### src/hdl/ragdd_pkg.sv
`default_nettype none

package ragdd_pkg;

    localparam int DEF_NUM_LOCKS = 8;
    localparam int DEF_NUM_PROCS = 8;
    localparam int MAX_RESULTS   = 16;
    localparam int ECNT_W        = $clog2(MAX_RESULTS);
    localparam int NODE_W        = 4;
    localparam int ACTION_W      = 2;
    localparam int ID_W          = 3;

    typedef enum logic [ACTION_W-1:0] {
        ACT_REQUEST = 2'd0,
        ACT_ALLOC   = 2'd1,
        ACT_DEALLOC = 2'd2,
        ACT_DETECT  = 2'd3
    } action_t;

    typedef enum logic [3:0] {
        ST_IDLE,
        ST_UPD_LOCK,
        ST_UPD_PROC,
        ST_ACK,
        ST_INIT,
        ST_SEARCH,
        ST_POP,
        ST_EMIT_ORIGIN,
        ST_EMIT_PATH,
        ST_EMIT_POP,
        ST_NONE
    } state_t;

    typedef enum logic [1:0] {
        OUT_ACK,
        OUT_ORIGIN,
        OUT_PATH
    } out_sel_t;

    typedef enum logic [1:0] {
        STEP_FOUND,
        STEP_PUSH,
        STEP_POP,
        STEP_EXHAUSTED
    } outcome_t;

    typedef struct packed {
        logic     capture;
        logic     upd_lock;
        logic     upd_proc;
        logic     init_origin;
        logic     next_origin;
        logic     step;
        logic     pop;
        logic     out_load;
        out_sel_t out_sel;
    } cmd_t;

    typedef struct packed {
        outcome_t outcome;
        logic     origin_last;
        logic     sp_zero;
        logic     path_last;
        logic     out_free;
    } status_t;

endpackage

`default_nettype wire

### src/hdl/rag_deadlock_detector_core.sv
// edge update: UPD_LOCK, then UPD_PROC, then ACK registers the acknowledge
// detect: per origin an INIT step, a SEARCH step per node entered and POP then
//   SEARCH per backtrack, over up to N origins; EMIT_POP between path results
// throughput: one item at a time, next item taken once the last result is registered
// reset: asynchronous, clears the graph, search state and the result valid flag
`default_nettype none

module rag_deadlock_detector_core
#(
    parameter int NUM_LOCKS = ragdd_pkg::DEF_NUM_LOCKS,
    parameter int NUM_PROCS = ragdd_pkg::DEF_NUM_PROCS
)
(
    input  wire logic                              clk,
    input  wire logic                              rst_n,
    input  wire logic                              in_valid,
    output logic                                   in_stall,
    input  wire logic [ragdd_pkg::ACTION_W-1:0]    action,
    input  wire logic [ragdd_pkg::ID_W-1:0]        proc_id,
    input  wire logic [ragdd_pkg::ID_W-1:0]        lock_num,
    output logic                                   out_valid,
    input  wire logic                              out_stall,
    output logic                                   deadlock,
    output logic [ragdd_pkg::NODE_W-1:0]           node,
    output logic                                   last
);

    ragdd_pkg::cmd_t    cmd;
    ragdd_pkg::status_t status;

    ragdd_ctrl u_ctrl
    (
        .clk      (clk),
        .rst_n    (rst_n),
        .in_valid (in_valid),
        .action   (action),
        .in_stall (in_stall),
        .status   (status),
        .cmd      (cmd)
    );

    ragdd_datapath
    #(
        .NUM_LOCKS (NUM_LOCKS),
        .NUM_PROCS (NUM_PROCS)
    )
    u_datapath
    (
        .clk       (clk),
        .rst_n     (rst_n),
        .action    (action),
        .proc_id   (proc_id),
        .lock_num  (lock_num),
        .out_stall (out_stall),
        .cmd       (cmd),
        .status    (status),
        .out_valid (out_valid),
        .deadlock  (deadlock),
        .node      (node),
        .last      (last)
    );

    a_busy_after_accept: assert property (@(posedge clk) disable iff (!rst_n)
        (in_valid && !in_stall) |=> in_stall)
        else $error("item taken while previous item still in work");

    a_load_only_when_free: assert property (@(posedge clk) disable iff (!rst_n)
        cmd.out_load |-> status.out_free)
        else $error("result register overwritten while held");

    a_single_op: assert property (@(posedge clk) disable iff (!rst_n)
        $onehot0({cmd.capture, cmd.upd_lock, cmd.upd_proc, cmd.init_origin,
                  cmd.step, cmd.pop}))
        else $error("conflicting datapath commands");

    a_no_cycle_is_last: assert property (@(posedge clk) disable iff (!rst_n)
        (out_valid && !deadlock) |-> last)
        else $error("acknowledge or no-cycle result not marked last");

endmodule

`default_nettype wire

### src/hdl/ragdd_ctrl.sv
`default_nettype none

module ragdd_ctrl
(
    input  wire logic                              clk,
    input  wire logic                              rst_n,
    input  wire logic                              in_valid,
    input  wire logic [ragdd_pkg::ACTION_W-1:0]    action,
    output logic                                   in_stall,
    input  wire ragdd_pkg::status_t                status,
    output ragdd_pkg::cmd_t                        cmd
);

    ragdd_pkg::state_t state_reg;
    ragdd_pkg::state_t state_next;

    always_ff @(posedge clk or negedge rst_n)
    begin
        if (!rst_n)
        begin
            state_reg <= ragdd_pkg::ST_IDLE;
        end
        else
        begin
            state_reg <= state_next;
        end
    end

    always_comb
    begin
        state_next  = state_reg;
        cmd         = '0;
        cmd.out_sel = ragdd_pkg::OUT_ACK;
        in_stall    = 1'b1;
        unique case (state_reg)
            ragdd_pkg::ST_IDLE:
            begin
                in_stall = 1'b0;
                if (in_valid)
                begin
                    cmd.capture = 1'b1;
                    if (action == ragdd_pkg::ACT_DETECT)
                    begin
                        state_next = ragdd_pkg::ST_INIT;
                    end
                    else
                    begin
                        state_next = ragdd_pkg::ST_UPD_LOCK;
                    end
                end
            end
            ragdd_pkg::ST_UPD_LOCK:
            begin
                cmd.upd_lock = 1'b1;
                state_next   = ragdd_pkg::ST_UPD_PROC;
            end
            ragdd_pkg::ST_UPD_PROC:
            begin
                cmd.upd_proc = 1'b1;
                state_next   = ragdd_pkg::ST_ACK;
            end
            ragdd_pkg::ST_ACK,
            ragdd_pkg::ST_NONE:
            begin
                if (status.out_free)
                begin
                    cmd.out_load = 1'b1;
                    cmd.out_sel  = ragdd_pkg::OUT_ACK;
                    state_next   = ragdd_pkg::ST_IDLE;
                end
            end
            ragdd_pkg::ST_INIT:
            begin
                cmd.init_origin = 1'b1;
                state_next      = ragdd_pkg::ST_SEARCH;
            end
            ragdd_pkg::ST_SEARCH:
            begin
                cmd.step = 1'b1;
                unique case (status.outcome)
                    ragdd_pkg::STEP_FOUND:     state_next = ragdd_pkg::ST_EMIT_ORIGIN;
                    ragdd_pkg::STEP_PUSH:      state_next = ragdd_pkg::ST_SEARCH;
                    ragdd_pkg::STEP_POP:       state_next = ragdd_pkg::ST_POP;
                    ragdd_pkg::STEP_EXHAUSTED:
                    begin
                        if (status.origin_last)
                        begin
                            state_next = ragdd_pkg::ST_NONE;
                        end
                        else
                        begin
                            cmd.next_origin = 1'b1;
                            state_next      = ragdd_pkg::ST_INIT;
                        end
                    end
                    default:                   state_next = ragdd_pkg::ST_IDLE;
                endcase
            end
            ragdd_pkg::ST_POP:
            begin
                cmd.pop    = 1'b1;
                state_next = ragdd_pkg::ST_SEARCH;
            end
            ragdd_pkg::ST_EMIT_ORIGIN:
            begin
                if (status.out_free)
                begin
                    cmd.out_load = 1'b1;
                    cmd.out_sel  = ragdd_pkg::OUT_ORIGIN;
                    state_next   = status.sp_zero ? ragdd_pkg::ST_IDLE
                                                  : ragdd_pkg::ST_EMIT_PATH;
                end
            end
            ragdd_pkg::ST_EMIT_PATH:
            begin
                if (status.out_free)
                begin
                    cmd.out_load = 1'b1;
                    cmd.out_sel  = ragdd_pkg::OUT_PATH;
                    state_next   = status.path_last ? ragdd_pkg::ST_IDLE
                                                    : ragdd_pkg::ST_EMIT_POP;
                end
            end
            ragdd_pkg::ST_EMIT_POP:
            begin
                cmd.pop    = 1'b1;
                state_next = ragdd_pkg::ST_EMIT_PATH;
            end
            default:
            begin
                state_next = ragdd_pkg::ST_IDLE;
            end
        endcase
    end

endmodule

`default_nettype wire

### src/hdl/ragdd_datapath.sv
`default_nettype none

module ragdd_datapath
#(
    parameter int NUM_LOCKS = ragdd_pkg::DEF_NUM_LOCKS,
    parameter int NUM_PROCS = ragdd_pkg::DEF_NUM_PROCS
)
(
    input  wire logic                              clk,
    input  wire logic                              rst_n,
    input  wire logic [ragdd_pkg::ACTION_W-1:0]    action,
    input  wire logic [ragdd_pkg::ID_W-1:0]        proc_id,
    input  wire logic [ragdd_pkg::ID_W-1:0]        lock_num,
    input  wire logic                              out_stall,
    input  wire ragdd_pkg::cmd_t                   cmd,
    output ragdd_pkg::status_t                     status,
    output logic                                   out_valid,
    output logic                                   deadlock,
    output logic [ragdd_pkg::NODE_W-1:0]           node,
    output logic                                   last
);

    localparam int N  = NUM_LOCKS + NUM_PROCS;
    localparam int IW = $clog2(N);
    localparam int CW = $clog2(N + 1);

    typedef struct packed {
        logic [IW-1:0] nd;
        logic [CW-1:0] idx;
    } frame_t;

    // item registers
    ragdd_pkg::action_t             act_reg;
    logic [ragdd_pkg::ID_W-1:0]     pid_reg;
    logic [ragdd_pkg::ID_W-1:0]     lk_reg;

    // graph and search state
    logic [N-1:0]                   adj_reg [N];
    logic [N-1:0]                   visited_reg;
    logic [IW-1:0]                  origin_reg;
    logic [IW-1:0]                  cur_reg;
    logic [CW-1:0]                  idx_reg;
    logic [IW-1:0]                  sp_reg;
    frame_t                         stk_mem [N];
    frame_t                         rd_q;
    logic [ragdd_pkg::ECNT_W-1:0]   ecnt_reg;

    // result register
    logic                           out_valid_reg;
    logic                           deadlock_reg;
    logic [ragdd_pkg::NODE_W-1:0]   node_reg;
    logic                           last_reg;

    logic                           ids_ok;
    logic [IW-1:0]                  lk_node;
    logic [IW-1:0]                  pn_node;
    logic [N-1:0]                   row;
    logic [N-1:0]                   cand;
    logic                           any_cand;
    logic [IW-1:0]                  sel;
    ragdd_pkg::outcome_t            outcome;
    logic                           do_push;
    logic [IW-1:0]                  rd_addr;
    logic                           out_free;
    logic                           path_last;

    assign ids_ok  = (32'(pid_reg) < NUM_PROCS) && (32'(lk_reg) < NUM_LOCKS);
    assign lk_node = IW'(lk_reg);
    assign pn_node = IW'(32'(NUM_LOCKS) + 32'(pid_reg));

    // candidates from the current row: at or past the resume index, and
    // either the origin itself or not yet visited
    assign row = adj_reg[cur_reg];

    always_comb
    begin
        for (int i = 0; i < N; i++)
        begin
            cand[i] = row[i] && (CW'(i) >= idx_reg)
                      && ((IW'(i) == origin_reg) || !visited_reg[i]);
        end
    end

    // lowest candidate wins
    always_comb
    begin
        sel      = '0;
        any_cand = 1'b0;
        for (int i = N - 1; i >= 0; i--)
        begin
            if (cand[i])
            begin
                sel      = IW'(i);
                any_cand = 1'b1;
            end
        end
    end

    always_comb
    begin
        if (!any_cand)
        begin
            outcome = (sp_reg == '0) ? ragdd_pkg::STEP_EXHAUSTED : ragdd_pkg::STEP_POP;
        end
        else if (sel == origin_reg)
        begin
            outcome = ragdd_pkg::STEP_FOUND;
        end
        else
        begin
            outcome = ragdd_pkg::STEP_PUSH;
        end
    end

    assign do_push   = cmd.step && (outcome == ragdd_pkg::STEP_PUSH);
    assign rd_addr   = sp_reg - 1'b1;
    assign out_free  = !out_valid_reg || !out_stall;
    assign path_last = (sp_reg == IW'(1))
                       || (ecnt_reg == ragdd_pkg::ECNT_W'(ragdd_pkg::MAX_RESULTS - 1));

    assign status.outcome     = outcome;
    assign status.origin_last = (origin_reg == IW'(N - 1));
    assign status.sp_zero     = (sp_reg == '0);
    assign status.path_last   = path_last;
    assign status.out_free    = out_free;

    always_ff @(posedge clk)
    begin
        if (cmd.capture)
        begin
            act_reg <= ragdd_pkg::action_t'(action);
            pid_reg <= proc_id;
            lk_reg  <= lock_num;
        end
    end

    always_ff @(posedge clk or negedge rst_n)
    begin
        if (!rst_n)
        begin
            for (int r = 0; r < N; r++)
            begin
                adj_reg[r] <= '0;
            end
        end
        else if (ids_ok)
        begin
            if (cmd.upd_lock && ((act_reg == ragdd_pkg::ACT_ALLOC)
                                 || (act_reg == ragdd_pkg::ACT_DEALLOC)))
            begin
                adj_reg[lk_node][pn_node] <= (act_reg == ragdd_pkg::ACT_ALLOC);
            end
            if (cmd.upd_proc)
            begin
                adj_reg[pn_node][lk_node] <= (act_reg == ragdd_pkg::ACT_REQUEST);
            end
        end
    end

    always_ff @(posedge clk or negedge rst_n)
    begin
        if (!rst_n)
        begin
            visited_reg <= '0;
            origin_reg  <= '0;
            cur_reg     <= '0;
            idx_reg     <= '0;
            sp_reg      <= '0;
        end
        else
        begin
            if (cmd.capture)
            begin
                origin_reg <= '0;
            end
            else if (cmd.next_origin)
            begin
                origin_reg <= origin_reg + 1'b1;
            end

            if (cmd.init_origin)
            begin
                visited_reg <= N'(1) << origin_reg;
                cur_reg     <= origin_reg;
                idx_reg     <= '0;
                sp_reg      <= '0;
            end
            else if (do_push)
            begin
                visited_reg[sel] <= 1'b1;
                cur_reg          <= sel;
                idx_reg          <= '0;
                sp_reg           <= sp_reg + 1'b1;
            end
            else if (cmd.pop)
            begin
                cur_reg <= rd_q.nd;
                idx_reg <= rd_q.idx;
                sp_reg  <= sp_reg - 1'b1;
            end
        end
    end

    // frame stack: parent node and where its scan resumes
    always_ff @(posedge clk)
    begin
        if (do_push)
        begin
            stk_mem[sp_reg] <= '{nd: cur_reg, idx: CW'(sel) + 1'b1};
        end
        rd_q <= stk_mem[rd_addr];
    end

    always_ff @(posedge clk or negedge rst_n)
    begin
        if (!rst_n)
        begin
            out_valid_reg <= 1'b0;
            ecnt_reg      <= '0;
        end
        else
        begin
            if (cmd.out_load)
            begin
                out_valid_reg <= 1'b1;
            end
            else if (!out_stall)
            begin
                out_valid_reg <= 1'b0;
            end

            if (cmd.out_load && (cmd.out_sel == ragdd_pkg::OUT_ORIGIN))
            begin
                ecnt_reg <= ragdd_pkg::ECNT_W'(1);
            end
            else if (cmd.out_load && (cmd.out_sel == ragdd_pkg::OUT_PATH))
            begin
                ecnt_reg <= ecnt_reg + 1'b1;
            end
        end
    end

    always_ff @(posedge clk)
    begin
        if (cmd.out_load)
        begin
            unique case (cmd.out_sel)
                ragdd_pkg::OUT_ORIGIN:
                begin
                    deadlock_reg <= 1'b1;
                    node_reg     <= ragdd_pkg::NODE_W'(origin_reg);
                    last_reg     <= (sp_reg == '0);
                end
                ragdd_pkg::OUT_PATH:
                begin
                    deadlock_reg <= 1'b1;
                    node_reg     <= ragdd_pkg::NODE_W'(cur_reg);
                    last_reg     <= path_last;
                end
                default:
                begin
                    deadlock_reg <= 1'b0;
                    node_reg     <= '0;
                    last_reg     <= 1'b1;
                end
            endcase
        end
    end

    assign out_valid = out_valid_reg;
    assign deadlock  = deadlock_reg;
    assign node      = node_reg;
    assign last      = last_reg;

endmodule

`default_nettype wire
### config.mk
export PLATFORM = sky130hd
export DESIGN_NAME = rag_deadlock_detector_core
export DESIGN_NICKNAME = d
export VERILOG_FILES = /design/src/hdl/ragdd_pkg.sv /design/src/hdl/rag_deadlock_detector_core.sv /design/src/hdl/ragdd_ctrl.sv /design/src/hdl/ragdd_datapath.sv
export SDC_FILE = /design/constraint.sdc
export NUM_CORES = 1
export LEC_CHECK = 0
export BUFFER_PORTS_ARGS = -buffer_cell sky130_fd_sc_hd__buf_2
export CAP_MARGIN = 20
export CORE_MARGIN = 4
export CORE_UTILIZATION = 35
export CTS_BUF_LIST = sky130_fd_sc_hd__clkbuf_4 sky130_fd_sc_hd__clkbuf_8
export DETAILED_ROUTE_END_ITERATION = 8
export HOLD_SLACK_MARGIN = 0.12
export SLEW_MARGIN = 20
export SYNTH_ARGS = -nofsm -noshare
export SYNTH_HDL_FRONTEND = slang
export SYNTH_SLANG_ARGS = --single-unit
export TNS_END_PERCENT = 5
### constraint.sdc
create_clock -name clk -period 4.4 [get_ports clk]
set_input_delay 0.66 -clock clk [delete_from_list [all_inputs] [get_ports clk]]
set_output_delay 0.66 -clock clk [all_outputs]
set_load 0.01 [all_outputs]
[Yosys cells after proc, flatten, opt, wreduce, memory -nomap -nowiden]
Memories as Yosys holds them, arrays and structs flattened. A register that Yosys moved wholly into a read port is not among the register bits.
Cells that the tools add are included.
Cells by class
  bitwise gates (word level): 4
  shift-type cells: 1
  multiplexer cells: 98
  reduce and logical (&&, ||, !) cells: 92
  magnitude comparators: 27
  eq/ne operators: 42
  add/sub/neg operators: 6
Operator list (count)
  256-bit bitwise mux: 2
  256-bit 2-to-1 mux: 2
  4-bit 2-to-1 mux: 33
  16-bit demux with 4-bit select: 2
  16-bit 2-to-1 mux: 5
  16-bit binary-select mux with 4-bit select: 1
  1-bit logical AND: 41
  4-bit by 5-bit greater-or-equal comparator with 1-bit output (first input constant): 8
  4-bit one-hot mux with 9 select lines: 1
  1-bit 2-to-1 mux: 35
  4-bit equality test (first input constant): 8
  4-bit equality test (second input constant): 5
  3-bit by 5-bit greater-or-equal comparator with 1-bit output (first input constant): 4
  1-bit logical OR: 19
  1-bit zero test: 18
  3-bit by 4-bit equality test with 1-bit output (first input constant): 4
  4-bit by 3-bit equality test with 1-bit output (second input constant): 4
  16-bit OR: 1
  4-bit one-hot mux with 4 select lines: 1
  1-bit by 4-bit left shift with 16-bit output (first input constant): 1
  5-bit greater-or-equal comparator (second input constant): 3
  5-bit 2-to-1 mux: 3
  4-bit by 1-bit adder with 4-bit output (second input constant): 3
  4-bit zero test: 3
  other kinds (34): 63
Word-level totals
  bits in writable memories: 144
  register bits after elaboration: 312
  output and inout port bits: 8
  bits of input ports: 12
  memories: 1
Memory list
  u_datapath.stk_mem: words 16, bits a word 9, rd ports 1, clocked after Yosys merged registers in 1, wr ports 1, line ragdd_datapath.sv:44  | frame_t stk_mem [N];

[Longest topological paths before layout]
  depth after elaboration: 31
  mapped depth: 16

[Modules after synthesis]
A second synthesis with hierarchy kept.
Second synthesis, totals
  cells, all modules: 1227
  area total of the unflattened synthesis: 16070.4 sq um
Modules (own cells, without submodules)
  ragdd_datapath: area each 15623.7 sq um, instances 1, cells each 1164, seq. area each 9078.7 sq um
  ragdd_ctrl: area each 446.7 sq um, instances 1, cells each 63, seq. area each 100.1 sq um

[Worst setup path after synthesis]
No wires, ideal clock.
  path type: flip-flop to flip-flop
  start point: register u_datapath.cur_reg[1]
  end point: memory u_datapath.stk_mem[0][2] (netlist name) (data pin)
  stages on the path, launching flop included: 15
  data required time: 4.103 ns
  period minus slack after synthesis: 4.325 ns
  library setup time: 0.297 ns
  arrival time: 4.028 ns
  path slack: 0.075 ns
  cells stage by stage: dfrtp_1 -> buf_6 -> buf_12 -> buf_8 -> buf_6 -> inv_1 -> a32oi_1 -> nand3_1 -> o21ai_0 -> or3_4 -> nor2_1 -> o21ai_0 -> inv_1 -> ha_1 -> xnor2_1
Between the ends
  word-level cells in the longest chain between the ends: 23
  elaborated cells on any way between the ends: 53
  classes of those cells: add/sub: 1; mux: 19; bitwise: 1; reduce/logical: 32
Ends and longest elaborated chain
  from (decl): line ragdd_datapath.sv:41  | logic [IW-1:0] cur_reg;
  from (signal assigned): line ragdd_datapath.sv:184  | cur_reg <= origin_reg;
  from (signal assigned): line ragdd_datapath.sv:191  | cur_reg <= sel;
  from (signal assigned): line ragdd_datapath.sv:197  | cur_reg <= rd_q.nd;
  4-bit NOT with 5-bit output (not written as such) (*): line ragdd_datapath.sv:73  | assign row = adj_reg[cur_reg];
  16-bit binary-select mux with 4-bit select (*): line ragdd_datapath.sv:73
  16-bit 2-to-1 mux (not written as such) (*) (2 in series): line ragdd_datapath.sv:73
  1-bit logical AND: line ragdd_datapath.sv:79  | cand[i] = row[i] && (CW'(i) >= idx_reg)
  1-bit logical AND: line ragdd_datapath.sv:80  | && ((IW'(i) == origin_reg) || !visited_reg[i]);
  4-bit 2-to-1 mux (15 in series): line ragdd_datapath.sv:91  | if (cand[i])
  4-bit 2-to-1 mux (*): line ragdd_datapath.sv:91
  4-bit by 1-bit adder with 5-bit output (*): line ragdd_datapath.sv:209  | stk_mem[sp_reg] <= '{nd: cur_reg, idx: CW'(sel) + 1'b1};
  to (decl): line ragdd_datapath.sv:44
Every way passes the cells marked *; elsewhere a longest branch is shown, timed or not. The select of a mux whose other input is x is not followed.

[Worst setup path in the final report]
  start point: register u_datapath.origin_reg[0]
  end point: memory u_datapath.stk_mem[2][4] (netlist name), enable pin
Between the ends
  word-level cells in the longest chain between the ends: 26
  elaborated cells on any way between the ends: 87
  classes of those cells: eq/ne: 17; mux: 36; reduce/logical: 34
Ends and longest elaborated chain
  from (decl): line ragdd_datapath.sv:40  | logic [IW-1:0] origin_reg;
  from (signal assigned): line ragdd_datapath.sv:178  | origin_reg <= origin_reg + 1'b1;
  4-bit equality test: line ragdd_datapath.sv:80
  1-bit logical OR: line ragdd_datapath.sv:80
  1-bit logical AND: line ragdd_datapath.sv:80
  4-bit 2-to-1 mux (16 in series): line ragdd_datapath.sv:91
  4-bit equality test: line ragdd_datapath.sv:105  | else if (sel == origin_reg)
  1-bit 2-to-1 mux: line ragdd_datapath.sv:105
  2-bit 2-to-1 mux (*): line ragdd_datapath.sv:101  | if (!any_cand)
  2-bit by 1-bit equality test with 1-bit output (*): line ragdd_datapath.sv:115  | assign do_push = cmd.step && (outcome == ragdd_pkg::STEP_PUSH);
  1-bit logical AND (*): line ragdd_datapath.sv:115
  1-bit 2-to-1 mux (*): line ragdd_datapath.sv:207  | if (do_push)
  1-bit 2-to-1 mux (not written as such) (*): line ragdd_datapath.sv:209
Every way passes the cells marked *; elsewhere a longest branch is shown, timed or not.

==> load_flow_metrics.sql <==
INSERT INTO impl_metrics (metric_group, metric, value, unit) VALUES
('setup_path', 'critical_path.most_common_cell', 'sky130_fd_sc_hd__nand2_1', ''),
('layout', 'finish.cell_count_without_fillers', '1936', ''),
('synthesis', 'ys_seq_area_share', '57.0', '%'),
('sta', 'fin_worst_skew', '39.9', 'ps'),
('setup_path', 'worst_r2r_path_depth', '13', ''),
('layout', 'diodes_inserted', '0', ''),
('global_routing', 'number_of_antenna_violations_at_the_first_check_in_global_routing', '0', ''),
('sta', 'timing.setup.tns', '0', 'ps'),
('synthesis', 'synthXorXnorAreaFrac', '0.381', '%'),
('setup_path', 'regToRegStartpoint', 'u_datapath.origin_reg[0]$_DFFE_PN0P_', ''),
('synthesis', 'yosysUniqueCellTypes', '80', ''),
('layout', 'final_net_count', '1324', ''),
('synthesis', 'synth_seq_cells', '337', ''),
('drt', 'aggregate_routed_wire_length', '40600', 'µm'),
('setup_path', 'worst_ep_arrival_time', '4440', 'ps'),
('synthesis', 'largest_family_of_logic_cells_by_synthesized_area', 'multiplexers', ''),
('synthesis', 'synth_nets', '1275', ''),
('setup_path', 'critPathTopFamily', 'simple AND/OR/NAND/NOR gates', ''),
('sta', 'rsz0062_at_grt', 'false', ''),
('placed_design', 'placed_cells', '1830', ''),
('clocking', 'clock_tree.root_cell', 'sky130_fd_sc_hd__clkbuf_8', ''),
('floorplanning', 'die_area', '49500', 'µm²'),
('synthesis', 'synth_mux_area_share', '18.8', '%'),
('min_path', 'min_delay_worst_type', 'in2async', ''),
('global_routing', 'final_global_route_overflow_total', '0', ''),
('setup_path', 'cp_num_buf_inv', '2', ''),
('clocking', 'cts_tree', 'done', ''),
('setup_path', 'crit_path_top_delay_cell', 'sky130_fd_sc_hd__dfrtp_1', ''),
('sta', 'tightestPinTransition', '1100', 'ps'),
('global_routing', 'grt_start_max_net_pins', '95', ''),
('clocking', 'cts_htree_levels', '2', ''),
('floorplanning', 'floorplan.initialDensity', '35.5', '%'),
('layout', 'largest_register_ff_count', '144', ''),
('clocking', 'clk_pin_slew_worst_paths', '60', 'ps'),
('setup_path', 'timing.critical_path.to', 'u_datapath.stk_mem[2][4]$_DFFE_PP_', ''),
('floorplanning', 'design.core.area', '45400', 'µm²'),
('status', 'status', 'finished clean', ''),
('clocking', 'cts-root-to-sink-buffers', '3', ''),
('placed_design', 'gp_routability_congestion', '0.900', ''),
('drt', 'num_vias', '10400', ''),
('setup_path', 'timing.critical_path.from_type', 'flip-flop', ''),
('drt', 'detailedRoute.firstIterationViolations', '952', ''),
('sta', 'final_setup_violations', '0', ''),
('synthesis', 'ys_async_sr_fraction', '50.4', '%'),
('power', 'p_leak', '7.32', 'nW'),
('sta', 'hold_ws', '111', 'ps'),
('sta', 'layout_worst_path_cycle_share', '94.2', '%'),
('floorplanning', 'num_rows', '78', ''),
('sta', 'timing.slew.headroom', '26.6', '%'),
('setup_path', 'critPathLaunch', 'u_datapath.origin_reg[0]$_DFFE_PN0P_', ''),
('clocking', 'number_of_cts_inserted_buffers', '55', ''),
('floorplanning', 'fp.dieH', '222', 'µm'),
('drt', 'viasPerCell', '5.39', ''),
('setup_path', 'required', '4690', 'ps'),
('layout', 'drive_gt1_share', '28.7', '%'),
('drt', 'ant_nets', '0', ''),
('setup_path', 'critPathCaptureType', 'flip-flop', ''),
('power', 'design_power_total', '13.1', 'mW'),
('drt', 'drc_errors', '0', ''),
('clocking', 'cts_hold_buffers', '0', ''),
('synthesis', 'yosys_most_used_dff', 'sky130_fd_sc_hd__dfrtp_1', ''),
('setup_path', 'critical_path_depth', '13', ''),
('placed_design', 'buffer_ports.inserted', '19', ''),
('layout', 'syn2layout_area_growth', '12.9', '%'),
('synthesis', 'post_synth_and_or_nand_nor_area_fraction', '11.4', '%'),
('synthesis', 'synth.avg_cell_area', '12.9', 'µm²'),
('run', 'drv_cap', '0', ''),
('floorplanning', 'dieWidth', '222', 'µm'),
('setup_path', 'worst-setup-path-type', 'reg2reg', ''),
('global_routing', 'grt.total_usage', '16.2', '%'),
('setup_path', 'cells_along_the_critical_path', 'inv_1 > ha_1 > nand3b_1 > a222oi_1 > and4_1 > nand4bb_1 > or2_0 > or4_4 > nand2_1 > a31oi_4 > nand2_1 > nor3_1 > buf_4', '');
stage by stage:
step | area, µm² | setup WS [ps] | util [%]
global route | 18200 | 6.72 | 40.0
detailed placement | 17000 | 309 | 37.4
global placement | 17000 | 393 | 37.4
floorplan | 16100 | 74.8 | -
finish | 18200 | 257 | 40.0
CTS | 18100 | 261 | 39.9
cell usage after synthesis (13+ instances only):
cell                       count  area (µm²)
sky130_fd_sc_hd__and2_1       13        81.3
sky130_fd_sc_hd__nand3_1      40         200
sky130_fd_sc_hd__o21ai_0      28         140
sky130_fd_sc_hd__nand3b_1     13        97.6
sky130_fd_sc_hd__clkbuf_1     62         233
sky130_fd_sc_hd__nor2_1       52         195
sky130_fd_sc_hd__a22oi_1      26         195
sky130_fd_sc_hd__nand2_1     165         619
sky130_fd_sc_hd__edfxtp_1    158        4740
sky130_fd_sc_hd__ha_1         20         250
sky130_fd_sc_hd__a21oi_1      41         205
sky130_fd_sc_hd__mux2i_1      59         591
sky130_fd_sc_hd__inv_1        18        67.6
sky130_fd_sc_hd__mux2_2      118        1330
sky130_fd_sc_hd__nor3_1       15        75.1
sky130_fd_sc_hd__mux4_2       47        1060
sky130_fd_sc_hd__dfrtp_1     170        4250
layout make-up:
type	instances	area (µm²)
fill	4252	27200
timing repair buffer	83	632
clock buffer	83	1020
clock inverter	18	101
tap	600	751
inverter	18	67.6
multi-input combinational	797	6410
sequential	337	9180
cells in the final DEF, fill, tap and decap left out, types with 17 or more instances in the layout:
cell	n
sky130_fd_sc_hd__dfrtp_1	168
sky130_fd_sc_hd__nand2_1	165
sky130_fd_sc_hd__edfxtp_1	158
sky130_fd_sc_hd__mux2_2	118
sky130_fd_sc_hd__clkbuf_8	64
sky130_fd_sc_hd__buf_4	60
sky130_fd_sc_hd__mux2i_1	59
sky130_fd_sc_hd__nor2_1	52
sky130_fd_sc_hd__mux4_2	47
sky130_fd_sc_hd__a21oi_1	41
sky130_fd_sc_hd__nand3_1	40
sky130_fd_sc_hd__o21ai_0	27
sky130_fd_sc_hd__a22oi_1	26
sky130_fd_sc_hd__clkbuf_4	19
sky130_fd_sc_hd__inv_1	18
sky130_fd_sc_hd__buf_2	18
sky130_fd_sc_hd__ha_1	17
kinds of logic (layout without fill, tap and decap cells):
| family | after synthesis | in the layout |
|---|---|---|
| AO/OA/AOI/OAI | 171 | 171 |
| XOR/XNOR | 7 | 7 |
| adder cells (fa/ha/maj) | 20 | 20 |
| buffers and inverters | 109 | 202 |
| flip-flops | 337 | 337 |
| multiplexers | 226 | 226 |
| AND/OR/NAND/NOR | 373 | 373 |
worst reg2reg max path, cell delays in order (launching register included):
cell                        delay (ps)
sky130_fd_sc_hd__dfrtp_1           510
sky130_fd_sc_hd__inv_1             230
sky130_fd_sc_hd__ha_1              360
sky130_fd_sc_hd__nand3b_1          150
sky130_fd_sc_hd__a222oi_1          480
sky130_fd_sc_hd__and4_1            320
sky130_fd_sc_hd__nand4bb_1         190
sky130_fd_sc_hd__or2_0             210
sky130_fd_sc_hd__or4_4             190
sky130_fd_sc_hd__nand2_1           130
sky130_fd_sc_hd__a31oi_4           410
sky130_fd_sc_hd__nand2_1           240
sky130_fd_sc_hd__nor3_1            180
sky130_fd_sc_hd__buf_4             210
where the power goes:
part           leakage (nW)  internal [mW]  switching, mW  total (mW)
logic                  2.90           2.14           3.36        5.50
registers              3.80           4.38          0.436        4.81
clock network         0.617           1.49           1.28        2.78
total                  7.32           8.01           5.08        13.1
worst min-delay path by stage:
stage,startpoint,to,depth (start not counted)
finish,rst_n,u_datapath.adj_reg[81]$_DFFE_PN0P_,1
global route,rst_n,u_datapath.cur_reg[1]$_DFFE_PN0P_,1
CTS,rst_n,u_datapath.adj_reg[22]$_DFFE_PN0P_,1
detailed placement,u_datapath.rd_q[4]$_DFF_P_,u_datapath.idx_reg[4]$_DFFE_PN0P_,1
global placement,u_datapath.rd_q[2]$_DFF_P_,u_datapath.idx_reg[2]$_DFFE_PN0P_,1
floorplan,rst_n,u_ctrl.state_reg[0]$_DFFE_PN0P_,0
timing repair:
| item | 4_1_cts | 5_1_grt |
|---|---|---|
| setup buffers | 0 | 5 |
| setup endpoints to repair | 0 | 41 |
| resized for setup | 0 | 1 |
per-layer routing:
metal  part of all wire, %  track usage [%]  routed length (µm)  vias up
met4                   2.6             4.24                1040        0
met3                   5.6             2.71                2290       95
met5                     0                0                   0        -
li1                      -                -                   -     4735
met1                    44             22.7               18000     5270
met2                    47             26.5               19300      343
Note: power is estimated with default switching activity, not from simulation.
